$ cat src/rtl/pmst_pkg.sv
package pmst_pkg;

   // fixed field widths of the stream ports
   localparam int NODE_W     = 6;
   localparam int WEIGHT_W   = 16;
   localparam int COUNT_W    = 7;
   localparam int DATA_W     = 32;

   // node_count after reset
   localparam logic [COUNT_W-1:0] COUNT_RESET = 7'd32;

   // per-cycle commands from the sequencer to the node store
   typedef struct packed {
      logic scan_rd;    // read node entry and relax it next cycle
      logic emit_rd;    // read node entry for result output
      logic first;      // first round: entry content taken as run start value
      logic best_clr;   // restart the minimum search
   } pmst_ctrl_type;

endpackage

$ cat src/rtl/pmst_scan.sv
module pmst_scan #(
   parameter int MAX_NODES = 32,
   parameter int WEIGHT_BITS = 16,
   localparam int IDX_W = $clog2(MAX_NODES)
) (
   input  logic                   clock,
   input  logic                   reset,
   input  pmst_pkg::pmst_ctrl_type ctrl,
   input  logic [IDX_W-1:0]       rd_addr,
   input  logic [IDX_W-1:0]       tree_node,
   input  logic [WEIGHT_BITS-1:0] edge_wt,
   output logic [IDX_W-1:0]       best_idx,
   output logic [IDX_W-1:0]       rd_parent,
   output logic                   rd_parent_set
);
   import pmst_pkg::*;

   localparam int KEY_W = WEIGHT_BITS + 1;
   localparam int NW    = KEY_W + IDX_W + 2;
   localparam logic [KEY_W-1:0] KEY_INF = {1'b1, {WEIGHT_BITS{1'b0}}};

   // node entry: {in_tree, parent_set, parent, key}
   logic [NW-1:0]     node_mem [MAX_NODES];
   logic [NW-1:0]     rdata_ff;
   logic [NW-1:0]     wdata;
   logic              relax_vld_ff;
   logic              first_ff;
   logic [IDX_W-1:0]  v_ff;
   logic [KEY_W-1:0]  best_key_ff;
   logic [IDX_W-1:0]  best_idx_ff;

   logic [KEY_W-1:0]  old_key;
   logic [IDX_W-1:0]  old_parent;
   logic              old_pset;
   logic              old_in_tree;
   logic              is_u;
   logic              upd;
   logic [KEY_W-1:0]  new_key;
   logic [IDX_W-1:0]  new_parent;
   logic              new_pset;
   logic              new_in_tree;

   // node store, one read and one write port
   always_ff @(posedge clock) begin
      if (ctrl.scan_rd || ctrl.emit_rd) begin
         rdata_ff <= node_mem[rd_addr];
      end
      if (relax_vld_ff) begin
         node_mem[v_ff] <= wdata;
      end
   end

   // relax stage tracking
   always_ff @(posedge clock) begin
      if (reset) begin
         relax_vld_ff <= 1'b0;
      end else begin
         relax_vld_ff <= ctrl.scan_rd;
      end
   end

   always_ff @(posedge clock) begin
      if (ctrl.scan_rd) begin
         v_ff     <= rd_addr;
         first_ff <= ctrl.first;
      end
   end

   // old entry, or run start values in the first round
   always_comb begin
      if (first_ff) begin
         old_key     = (v_ff == '0) ? '0 : KEY_INF;
         old_parent  = '0;
         old_pset    = 1'b0;
         old_in_tree = 1'b0;
      end else begin
         old_key     = rdata_ff[KEY_W-1:0];
         old_parent  = rdata_ff[KEY_W +: IDX_W];
         old_pset    = rdata_ff[KEY_W+IDX_W];
         old_in_tree = rdata_ff[KEY_W+IDX_W+1];
      end
   end

   // key relaxation against the edge from the newest tree node
   always_comb begin
      is_u        = (v_ff == tree_node);
      upd         = (edge_wt != '0) && !old_in_tree && !is_u && ({1'b0, edge_wt} < old_key);
      new_key     = upd ? {1'b0, edge_wt} : old_key;
      new_parent  = upd ? tree_node : old_parent;
      new_pset    = upd | old_pset;
      new_in_tree = old_in_tree | is_u;
      wdata       = {new_in_tree, new_pset, new_parent, new_key};
   end

   // running minimum for the next pick, lowest index wins ties
   always_ff @(posedge clock) begin
      if (ctrl.best_clr) begin
         best_key_ff <= KEY_INF;
         best_idx_ff <= '0;
      end else if (relax_vld_ff && !new_in_tree && (new_key < best_key_ff)) begin
         best_key_ff <= new_key;
         best_idx_ff <= v_ff;
      end
   end

   assign best_idx      = best_idx_ff;
   assign rd_parent     = rdata_ff[KEY_W +: IDX_W];
   assign rd_parent_set = rdata_ff[KEY_W+IDX_W];

endmodule

$ cat config.mk
export PLATFORM = sky130hd
export DESIGN_NAME = pmst_scan
export DESIGN_NICKNAME = d
export VERILOG_FILES = /design/src/rtl/pmst_pkg.sv /design/src/rtl/pmst_scan.sv
export SDC_FILE = /design/constraint.sdc
export NUM_CORES = 1
export LEC_CHECK = 0
export BUFFER_PORTS_ARGS = -buffer_cell sky130_fd_sc_hd__clkbuf_2
export CORE_ASPECT_RATIO = 0.7
export CORE_MARGIN = 2
export CORE_UTILIZATION = 57
export DETAILED_ROUTE_END_ITERATION = 7
export PLACE_DENSITY = 0.76
export SLEW_MARGIN = 0
export SYNTH_ARGS = -nofsm -noshare
export SYNTH_HDL_FRONTEND = slang
export SYNTH_SLANG_ARGS = --single-unit
$ cat constraint.sdc
create_clock -name clock -period 5 [get_ports clock]
set_clock_uncertainty 0.05 [all_clocks]
set_input_delay 0.25 -clock clock [delete_from_list [all_inputs] [get_ports clock]]
set_output_delay 0.25 -clock clock [all_outputs]
set_load 0.005 [all_outputs]
* Yosys cells after proc, flatten, opt, wreduce, memory -nomap -nowiden
Memory sizes are Yosys's and may differ from the RTL's. A register that Yosys moved wholly into a read port is not among the register bits.
Cells that the tools add are included.
W data, S select, Z words.
** Word-level totals
- Register bits :: 29
- Bits in writable memories :: 768
- Output and inout port bits :: 11
- Memories kept :: 1
** Memories
- node_mem :: depth 32, bits a word 24, rd ports 1, clocked after Yosys merged registers in 1, wr ports 1, line pmst_scan.sv:23 : logic [NW-1:0] node_mem [MAX_NODES];
** Cells by class
- Order comparisons :: 2
- Eq/ne operators :: 1
- Multiplexer cells :: 9
- Bitwise gates (word level) :: 2
- Reduce and logical (&&, ||, !) cells :: 11
** Operator list (count)
- $mux W17 :: 3
- $lt A16 B17 Y1 :: 1
- $lt A17 B17 Y1 :: 1
- $reduce_bool A16 Y1 :: 1
- $mux W5 :: 2
- $eq A5 B5 Y1 :: 1
- $logic_and A1 B1 Y1 :: 5
- $logic_not A5 Y1 :: 1
- $mux W1 :: 4
- $logic_not A1 Y1 :: 3
- $or A1 B1 Y1 :: 2
- $logic_or A1 B1 Y1 :: 1

* Longest topological paths before layout
Gate-level depths: netlist of the first run.
- Word-level depth :: 8
- Gate-level depth with buffers :: 21

* Worst setup path after synthesis of the first run
Ideal clock, no wire load.
- Path type :: register to register
- From :: register v_ff[0]
- To :: register best_key_ff[11]
- Setup time :: 0.133 ns
- Data arrival time :: 5.058 ns
- Data required time :: 4.817 ns
- Path slack :: -0.241 ns
- Cell stages (with the launch flop) :: 17
- Buffers on the path :: 3
- Period minus slack after synthesis :: 5.241 ns
- Cells stage by stage :: edfxtp_1 -> buf_2 -> xnor2_1 -> nand3_2 -> o21ai_2 -> nor4_4 -> or2_1 -> buf_2 -> a21oi_1 -> ha_1 -> nand4_1 -> nor4_1 -> a2111oi_2 -> o211ai_2 -> nor3_2 -> buf_6 -> a311oi_1
** On the way
- Elaborated cells between the ends (all ways) :: 14
** RTL lines
- start: declaration :: line pmst_scan.sv:28 : logic [IDX_W-1:0] v_ff;
- start signal: assignment :: line pmst_scan.sv:64 : v_ff <= rd_addr;
- $eq A5 B5 Y1 :: line pmst_scan.sv:86 : is_u = (v_ff == tree_node);
- $or A1 B1 Y1 :: line pmst_scan.sv:91 : new_in_tree = old_in_tree | is_u;
- via new_in_tree :: line pmst_scan.sv:41 : logic new_in_tree;
- $logic_not A1 Y1 :: line pmst_scan.sv:100 : end else if (relax_vld_ff && !new_in_tree && (new_key < best_key_ff)) begin
- $logic_and A1 B1 Y1 (2 in a row) :: line pmst_scan.sv:100
- end signal: assignment :: line pmst_scan.sv:101 : best_key_ff <= new_key;
- end: declaration :: line pmst_scan.sv:29 : logic [KEY_W-1:0] best_key_ff;
The timed path passes the listed nets, and every way through them passes these cells.
A chain may end at the register's enable or synchronous reset.

* Worst setup path after layout of the first run
- From :: register first_ff
- To :: register best_key_ff[16]
** On the way
- Cells in the longest elaborated chain, start to end :: 8
- Elaborated cells between the ends (all ways) :: 13
** RTL lines
- start: declaration :: line pmst_scan.sv:27 : logic first_ff;
- start signal: assignment :: line pmst_scan.sv:65 : first_ff <= ctrl.first;
- parallel branches: the longest is 5 deep, another holds $lt A16 B17 Y1
- $mux W17 * :: line pmst_scan.sv:88 : new_key = upd ? {1'b0, edge_wt} : old_key;
- via new_key[3] :: line pmst_scan.sv:38 : logic [KEY_W-1:0] new_key;
- $lt A17 B17 Y1 * :: line pmst_scan.sv:100
- $logic_and A1 B1 Y1 * :: line pmst_scan.sv:100
Mark *: on every way through the listed nets, which the timed path passes.

==> run metrics, run 1 <==
final wirelength between 80000 and 90000 um; asr flop ratio synth 0; Hold Crit Depth 1; Netlist Area Pre-Place 32500 um^2; Mapped Cells between 1000 and 1500; Slew @ Worst Pin about 1300 ps; initial antenna violation count 2; power density over the cells ~400 nW/um^2; DIE HEIGHT ~200 um; effective utilization at floorplan 0.575; largest net degree at the start of global routing around 110; # nets final between 1500 and 2000; dpl hpwl 45400 um; CORE AREA roughly 57000 um^2; fin crit period around 4800 ps; clk_lat worst skew between 600 and 700 ps; post-route ant nets 0; Hold Crit Endpoint v_ff[3]; DRT Pass-1 Iters 5; routed vias/inst approximately 6.7; RR Startpoint first_ff; Placed Area about 34000 um^2; H-tree Lvls 3; Layout fillers 3548; Root Buffer clkbuf_16; Rows 73; r2r worst-path depth 19; setup slack after layout approximately 190 ps; library cells used by synthesis 56; layout cells sized above 1 0.344; number of port buffers 42; crit end category register; die width 290 um; Post-synth EDFFs 798; post-placement setup slack -212 ps; Ant. Diodes 0; Net Count, Synth between 1500 and 2000; maxcap violations 0; FF-to-FF End best_key_ff[16]; peak supply drop approximately 330 uV; placer congestion estimate 0.915; Num CTS Buffers 74; worst path required time 5450 ps; Tightest Hold Check Type in -> reg; Startpoint Class register; sequential area share after synthesis 0.751; Die Area around 59000 um^2; CP Class reg -> reg; Crit Path Max Fanout 25; first-pass GRT wire length roughly 120000 um; final instance area approximately 37000 um^2; residual DRC count 0; Clock Path Buffers 3; Ports 43; #FFs+latches synth a little over 800; fin crit share 0.961; vias around 16000; status complete, no violations; grt ovf 0; relative slew slack 0.155; Pwr Total about 0.015 W; LEAKAGE approximately 12 nW; WHS ~30 ps; hold_sp ctrl[3]; TritonCTS clock tree built; Final Max Tran Viols 0; drt first-iter violations 2192; Data arrival, critical path around 5300 ps; Total Routing Usage GR 0.291; Final setup viols 0; area added between synthesis and finish 14.1%; multi-input logic area between 7000 and 8000 um^2; Wirelength per Cell roughly 34 um; yosys warns 0; Clock transition at path regs approximately 70 ps; Clock Sinks roughly 820; Reg area 24400 um^2; Top FF cell, synth edfxtp_1; FF-to-FF setup slack 190 ps; vias in the first global route 16503; syn avg cell area ~22 um^2; upper clock frequency limit around 210 MHz; Final Hold Fails 0
[worst max-delay path, stage by stage (launching register included)]
cell	delay, ps
edfxtp_1	370
buf_4	240
nand2b_1	190
ha_1	310
a21oi_1	150
a21boi_0	100
o31a_1	330
nor4_4	320
buf_2	270
or3_1	170
nand2_2	70
ha_1	290
nand4_1	210
nor4_4	400
nand2_2	140
a311oi_4	380
nor3_4	90
buf_4	190
buf_4	140
a211o_1	280
[worst max path at each step]
stage / startpoint / to / cells after the start
after global routing: first_ff / best_key_ff[16] / 19
final: first_ff / best_key_ff[16] / 19
after floorplan: first_ff / best_key_ff[11] / 19
after detailed placement: first_ff / best_key_ff[9] / 17
after CTS: first_ff / best_key_ff[9] / 17
after global placement: first_ff / best_key_ff[8] / 17
[power by group]
| part | total (W) | internal [W] | switching (W) |
|---|---|---|---|
| Sequential | 0.00795 | 0.00790 | 0.0000533 |
| Clock | 0.00595 | 0.00345 | 0.00250 |
| Combinational | 0.00128 | 0.000474 | 0.000809 |
[logic make-up (layout without fill, tap and decap cells)]
logic type | count (synthesis) | count (layout) | share of synthesized area
and+or+nand+nor | 161 | 161 | 0.0266
buffers and inverters | 105 | 311 | 0.0141
AOI/OAI and AO/OA | 89 | 89 | 0.0211
adders and majority gates | 31 | 31 | 0.0119
xor gates and xnor gates | 5 | 5 | 0.00135
muxes | 264 | 264 | 0.174
DFF | 821 | 821 | 0.751
[final cells by class]
class / instances / share of cell area
Clock buffer: 94 / 0.0542
Sequential cell: 821 / 0.658
Clock inverter: 43 / 0.0143
Tap cell: 750 / 0.0253
Timing Repair Buffer: 152 / 0.0311
Multi-Input combinational cell: 550 / 0.215
Inverter: 22 / 0.00222
[timing repair]
| action | in CTS | in global routing |
|---|---|---|
| setup endpoints to repair | 17 | 22 |
| endpoints found under the hold margin | 17 | 0 |
| hold buffers | 17 | 0 |
| buffers inserted | 0 | 10 |
| pin swaps | 0 | 6 |
| cloned | 0 | 1 |
| gates resized for setup | 2 | 10 |
[metrics by stage]
step	setup TNS, ps	instances	utilization
2_1_floorplan	0	1476	-
3_3_place_gp	0	2267	0.605
3_5_place_dp	-2790	2267	0.605
4_1_cts	0	2421	0.653
5_1_grt	-86.7	2432	0.656
6_report	0	2432	0.656
[state kept, by name, indices dropped and copies added, names as in the netlist]
register      count
node_mem        768
first_ff          1
rdata_ff         24
v_ff              5
relax_vld_ff      1
best_key_ff      17
best_idx          5
[layer usage]
layer | wire length (um) | GRT usage | up-vias
met4 | 2680 | 0.0901 | 4
met3 | 9380 | 0.0673 | 177
li1 | - | - | 6542
met1 | 31300 | 0.413 | 8592
met2 | 39800 | 0.457 | 1073
met5 | 23 | 0 | -
[cells in the mapped netlist (17+ instances only)]
master | number | area share
edfxtp_1 | 798 | 0.74
mux4_2 | 240 | 0.17
nand2_1 | 40 | 0.0046
clkbuf_1 | 39 | 0.0045
nor2_1 | 37 | 0.0043
ha_1 | 31 | 0.012
buf_2 | 24 | 0.0037
mux2_2 | 24 | 0.0083
nand2b_1 | 24 | 0.0046
dfxtp_1 | 23 | 0.014
inv_1 | 22 | 0.0025
a31oi_1 | 17 | 0.0033
[placed cells by master, fill, tap and decap left out, types with 14 or more instances in the layout]
master	synthesis	routed
edfxtp_1	798	798
mux4_2	240	240
buf_4	5	87
clkbuf_16	0	77
clkbuf_2	0	38
nor2_4	0	32
ha_1	31	31
nand2_1	40	29
nand2b_1	24	24
mux2_2	24	24
dfxtp_1	23	23
inv_1	22	22
a31oi_1	17	17
dlygate4sd3_1	0	17
or3_1	16	15
a311oi_1	15	15
clkbuf_1	39	15
nand4_1	14	14
clkinv_2	0	14
No activity file was read; power rests on OpenSTA's default activity.
==> inputs of run 2 (changes only) <==
- ABC_CLOCK_PERIOD_IN_PS: unset -> 5800
- CORE_UTILIZATION: 57 -> 60
- clock period: 5 -> 5.8 ns (I/O delays scaled with it)
==> run metrics, run 2 (synthesized netlist as in run 1, its figures left out) <==
Root Buffer clkbuf_16; Rows 71 (-2.7%); most frequent cells in the layout edfxtp_1, mux4_2, clkbuf_16; CP max stage cell nor3_4; drt first-iter violations 2086 (-4.8%); routed vias/inst 6.88 (+2.2%); crit-path leading delay family simple AND/OR/NAND/NOR gates; Total Routing Usage GR 0.301 (+0.0100); dpl hpwl 43400 um (-4.4%); CORE AREA 53700 um^2 (-5.2%); # nets final 1654 (-1.8%); die width 282 um (-2.5%); upper clock frequency limit 182 MHz (-12%); crit end category register; grt ovf 0 (unchanged); Data arrival, critical path 5860 ps (+610 ps); Ports 43 (unchanged); Num CTS Buffers 74 (unchanged); r2r worst-path depth 17 (-2); Psw 0.00280 W (-17%); area added between synthesis and finish 12.5%; Internal 0.00995 W (-16%); TritonCTS clock tree built; Comb pwr share 0.083 (-0.002); vias in the first global route 16182 (-1.9%); LEAKAGE 11.6 nW (-2.2%); Buf+Inv Stages, Crit Path 2 (-2); multi-input logic area 7930 um^2 (-0.77%); Die Area 56100 um^2 (-4.9%); Crit Path Max Fanout 25 (unchanged); placed cell count 2235 (-1.4%); peak supply drop 320 uV (-2.4%); RR Startpoint first_ff; maxcap violations 0 (unchanged); critical-path cell list buf_4 -> nand2b_1 -> ha_1 -> a21boi_0 -> o31a_1 -> nor4_4 -> or2_1 -> buf_4 -> nand2_1 -> nand2_1 -> ha_1 -> nand4_1 -> nor4_2 -> a2111oi_2 -> o211ai_2 -> nor3_4 -> a311oi_1; max incr delay on CP 740 ps (+340 ps); relative slew slack 0.150 (-0.00460); FF-to-FF setup slack 320 ps (+120 ps); number of flip-flops under the largest register name 768 (unchanged); final core utilization 0.682 (+0.0267); DRT Pass-1 Iters 5 (unchanged); fin crit period 5480 ps (+676 ps); Hold Crit Depth 3 (+2); H-tree Lvls 3 (unchanged); power density over the cells 348 nW/um^2 (-15%); clk_lat worst skew 600 ps (about the same); clock share of power 0.380 (-0.012); Slew @ Worst Pin 1270 ps (+6.90 ps); RSZ-0062 raised after global routing false; first-pass GRT wire length 116000 um (-2.3%); Levels on crit path 17 (-2); CP Class reg -> reg; DIE HEIGHT 199 um (-2.5%); status complete, no violations; placer congestion estimate 0.885 (-3.3%); number of port buffers 42 (unchanged); Final Hold Fails 0 (unchanged); Clock Path Buffers 3 (unchanged); Reg area 24400 um^2 (unchanged); WHS 20.0 ps (-9.77 ps); top flop regs node_mem (768), rdata_ff (24), best_key_ff (17); Clock Sinks 821 (unchanged); worst path required time 6180 ps (+730 ps); Final Max Tran Viols 0 (unchanged); commonest non-fill, non-tap cell in the layout edfxtp_1; crit path from first_ff; sw frac 0.220 (-0.00189); Most flops, register node_mem; Setup crit end best_key_ff[14]; Clock transition at path regs 70 ps (about the same); effective utilization at floorplan 0.606 (+0.0318); residual DRC count 0 (unchanged); largest net degree at the start of global routing 101 (-5.6%); Final setup viols 0 (unchanged); vias 16363 (-0.15%); post-route ant nets 0 (unchanged); fin crit share 0.945 (-0.0161); Wirelength per Cell 34.3 um (+0.25%); layout cells sized above 1 0.320 (-0.0233); final wirelength 81500 um (-2.0%); Startpoint Class register; Layout fillers 3296 (-7.1%); final std cells w/o fill 2377 (-2.3%); initial antenna violation count 2 (unchanged); sequential power share 0.537 (+0.013); Tightest Hold Check Type in -> reg; FF-to-FF End best_key_ff[14]
[run 2: how the worst min path moves through the flow]
stage | start | to | slack [ps]
2_1_floorplan | reset | relax_vld_ff | 310
3_3_place_gp | ctrl[1] | first_ff | 420
3_5_place_dp | ctrl[1] | first_ff | 420
4_1_cts | edge_wt[2] | best_key_ff[2] | 1
5_1_grt | edge_wt[3] | best_key_ff[3] | 20
6_report | edge_wt[2] | best_key_ff[2] | 20
[run 2: power by group through the flow]
stage	registers (W)	clock network, W	logic [W]
after CTS	0.00685	0.00488	0.00105
after global routing	0.00685	0.00510	0.00115
after detailed placement	0.00698	0	0.00103
after global placement	0.00697	0	0.00100
final	0.00685	0.00484	0.00106
after floorplan	0.00696	0	0.000673
[run 2: worst reg2reg max path, stage by stage (launching register included)]
cell	delay [ps]
edfxtp_1	660
buf_4	280
nand2b_1	170
ha_1	290
a21boi_0	130
o31a_1	330
nor4_4	270
or2_1	200
buf_4	340
nand2_1	130
nand2_1	120
ha_1	260
nand4_1	250
nor4_2	130
a2111oi_2	460
o211ai_2	290
nor3_4	740
a311oi_1	230
[run 2: metrics by stage]
stage	setup TNS, ps	power (W)	cell area (um^2)	worst slack [ps]
floorplan	0	0.00763	32500	559
global placement	0	0.00797	34100	84.6
global route	0	0.0131	36600	25.6
detailed placement	-2560	0.00801	34100	-207
CTS	0	0.0128	36600	89.3
finish	0	0.0128	36600	317
[run 2: repair_timing]
action	4_1_cts	5_1_grt
resized for setup	1	2
setup endpoints to repair	16	22
hold buffers	10	0
setup buffers	0	0
endpoints found under the hold margin	10	0
[run 2: cell type report]
cell class,count,area share
Antenna cell,2,0.000137
Clock inverter,30,0.00824
Tap cell,730,0.0249
Multi-Input combinational cell,550,0.217
Timing Repair Buffer,122,0.0244
Sequential cell,821,0.667
Inverter,22,0.00226
Clock buffer,100,0.0564
[run 2: layer usage]
metal	routed length (um)	track usage
met5	20	0
met4	2650	0.0962
met3	9280	0.0631
met2	38100	0.455
met1	31500	0.450
==> inputs of run 3 (changes only) <==
- HOLD_SLACK_MARGIN: unset -> 0.15
==> run metrics, run 3 (synthesized netlist as in run 1, its figures left out) <==
final wirelength 81700 um (+0.27%); commonest non-fill, non-tap cell in the layout edfxtp_1; multi-input logic area 7930 um^2 (unchanged); Final Max Tran Viols 0 (unchanged); Rows 71 (unchanged); Psw 0.00282 W (+0.50%); DRT Pass-1 Iters 7 (+2); vias in the first global route 16240 (+0.36%); DIE HEIGHT 199 um (unchanged); Hold Crit Depth 2 (-1); FF-to-FF setup slack 330 ps (about the same); CP Class reg -> reg; r2r worst-path depth 17 (unchanged); Clock Path Buffers 3 (unchanged); effective utilization at floorplan 0.606 (unchanged); Data arrival, critical path 5850 ps (about the same); Most flops, register node_mem; layout cells sized above 1 0.319 (-0.00174); top flop regs node_mem (768), rdata_ff (24), best_key_ff (17); Clock Sinks 821 (unchanged); final core utilization 0.684 (+0.00163); CORE AREA 53700 um^2 (unchanged); initial antenna violation count 1 (-1); routed vias/inst 6.84 (-0.57%); Num CTS Buffers 74 (unchanged); Tightest Hold Check Type in -> reg; Final Hold Fails 0 (unchanged); fin crit period 5470 ps (-13.2 ps); TritonCTS clock tree built; RSZ-0062 raised after global routing false; Reg area 24400 um^2 (unchanged); Startpoint Class register; power density over the cells 348 nW/um^2 (about the same); Final setup viols 0 (unchanged); dpl hpwl 43400 um (unchanged); crit path from first_ff; clk_lat worst skew 600 ps (about the same); Wirelength per Cell 34.3 um (about the same); Ports 43 (unchanged); relative slew slack 0.141 (-0.00921); peak supply drop 321 uV (about the same); LEAKAGE 11.6 nW (+0.34%); final instance area 36700 um^2 (+0.24%); maxcap violations 0 (unchanged); sw frac 0.220 (+0.000779); RR Startpoint first_ff; # nets final 1663 (+0.54%); Placed Area 34100 um^2 (unchanged); worst path required time 6180 ps (about the same); number of flip-flops under the largest register name 768 (unchanged); die width 282 um (unchanged); Die Area 56100 um^2 (unchanged); grt ovf 0 (unchanged); placer congestion estimate 0.885 (unchanged); Layout fillers 3286 (-0.30%); clock share of power 0.380 (about the same); sequential power share 0.536 (about the same); Crit Path Max Fanout 25 (unchanged); fin crit share 0.943 (-0.00228); drt first-iter violations 2054 (-1.5%); Clock transition at path regs 70 ps (about the same); status complete, no violations; upper clock frequency limit 183 MHz (+0.24%); area added between synthesis and finish 12.8%; vias 16325 (-0.23%); H-tree Lvls 3 (unchanged); number of port buffers 42 (unchanged); crit end category register; first-pass GRT wire length 116000 um (+0.23%); hold_sp ctrl[0]; Internal 0.00995 W (about the same); post-route ant nets 0 (unchanged); Slew @ Worst Pin 1290 ps (+13.8 ps); Root Buffer clkbuf_16; setup bufs post-CTS 0 (unchanged); Comb pwr share 0.083 (about the same); residual DRC count 0 (unchanged); Total Routing Usage GR 0.302 (+0.000509); most frequent cells in the layout edfxtp_1, mux4_2, clkbuf_16; largest net degree at the start of global routing 101 (unchanged); FF-to-FF End best_key_ff[14]; Hold Crit Endpoint best_idx[0]
[run 3: changes by cell type in the layout (fill, tap and decap cells not counted)]
| cell | previous run | this run |
|---|---|---|
| dlygate4sd3_1 | 10 | 19 |
| diode_2 | 2 | 1 |
[run 3: critical path: stages, from the launching register on]
cell and delay [ps]:
edfxtp_1 660, buf_4 270, nand2b_1 170, ha_1 290
a21boi_0 130, o31a_1 330, nor4_4 270, or2_1 200
buf_4 340, nand2_1 120, nand2_1 120, ha_1 260
nand4_1 260, nor4_2 130, a2111oi_2 460, o211ai_2 280
nor3_4 730, a311oi_1 230
[run 3: cell type report]
cell class | instances | share of cell area
diodes | 1 | 0.0000682
clock buffers | 100 | 0.0563
clock inverters | 30 | 0.00822
inverters | 22 | 0.00225
multi-input cells | 550 | 0.216
flip-flops and latches | 821 | 0.665
well taps | 730 | 0.0249
repair buffers | 131 | 0.0268
[run 3: metal layers]
| metal | GRT usage | wire length (um) | up-vias |
|---|---|---|---|
| met2 | 0.456 | 38100 | 1102 |
| met4 | 0.0950 | 2570 | 2 |
| met5 | 0 | 20 | - |
| met3 | 0.0645 | 9080 | 167 |
| met1 | 0.450 | 31900 | 8558 |
| li1 | - | - | 6496 |
[run 3: power groups by stage]
stage / Sequential, W / Combinational, W / Clock (W)
6_report: 0.00685 / 0.00106 / 0.00486
5_1_grt: 0.00685 / 0.00115 / 0.00510
4_1_cts: 0.00685 / 0.00106 / 0.00488
3_5_place_dp: 0.00698 / 0.00103 / 0
3_3_place_gp: 0.00697 / 0.00100 / 0
2_1_floorplan: 0.00696 / 0.000673 / 0
[run 3: what timing repair did]
item / CTS / global route
endpoints found under the hold margin: 23 / 0
gates cloned: 0 / 0
hold buffers: 19 / 0
setup endpoints to repair: 16 / 22
gates resized for setup: 1 / 2
pin swaps: 0 / 0
[run 3: how the worst max path moves through the flow]
stage,end,slack [ps],cells past startpoint
detailed placement,best_key_ff[14],-210,15
finish,best_key_ff[14],330,17
global route,best_key_ff[12],30,17
floorplan,best_key_ff[11],560,16
CTS,best_key_ff[14],90,16
global placement,best_key_ff[11],80,15
[run 3: stage by stage]
stage | TNS, ps | setup WS, ps | instances | hold WS (ps) | power, W
after floorplan | 0 | 559 | 1476 | 312 | 0.00763
final | 0 | 330 | 2385 | 190 | 0.0128
after global routing | 0 | 25.6 | 2384 | 208 | 0.0131
after CTS | 0 | 89.3 | 2384 | 162 | 0.0128
after global placement | 0 | 84.6 | 2235 | 424 | 0.00797
after detailed placement | -2560 | -207 | 2235 | 423 | 0.00801
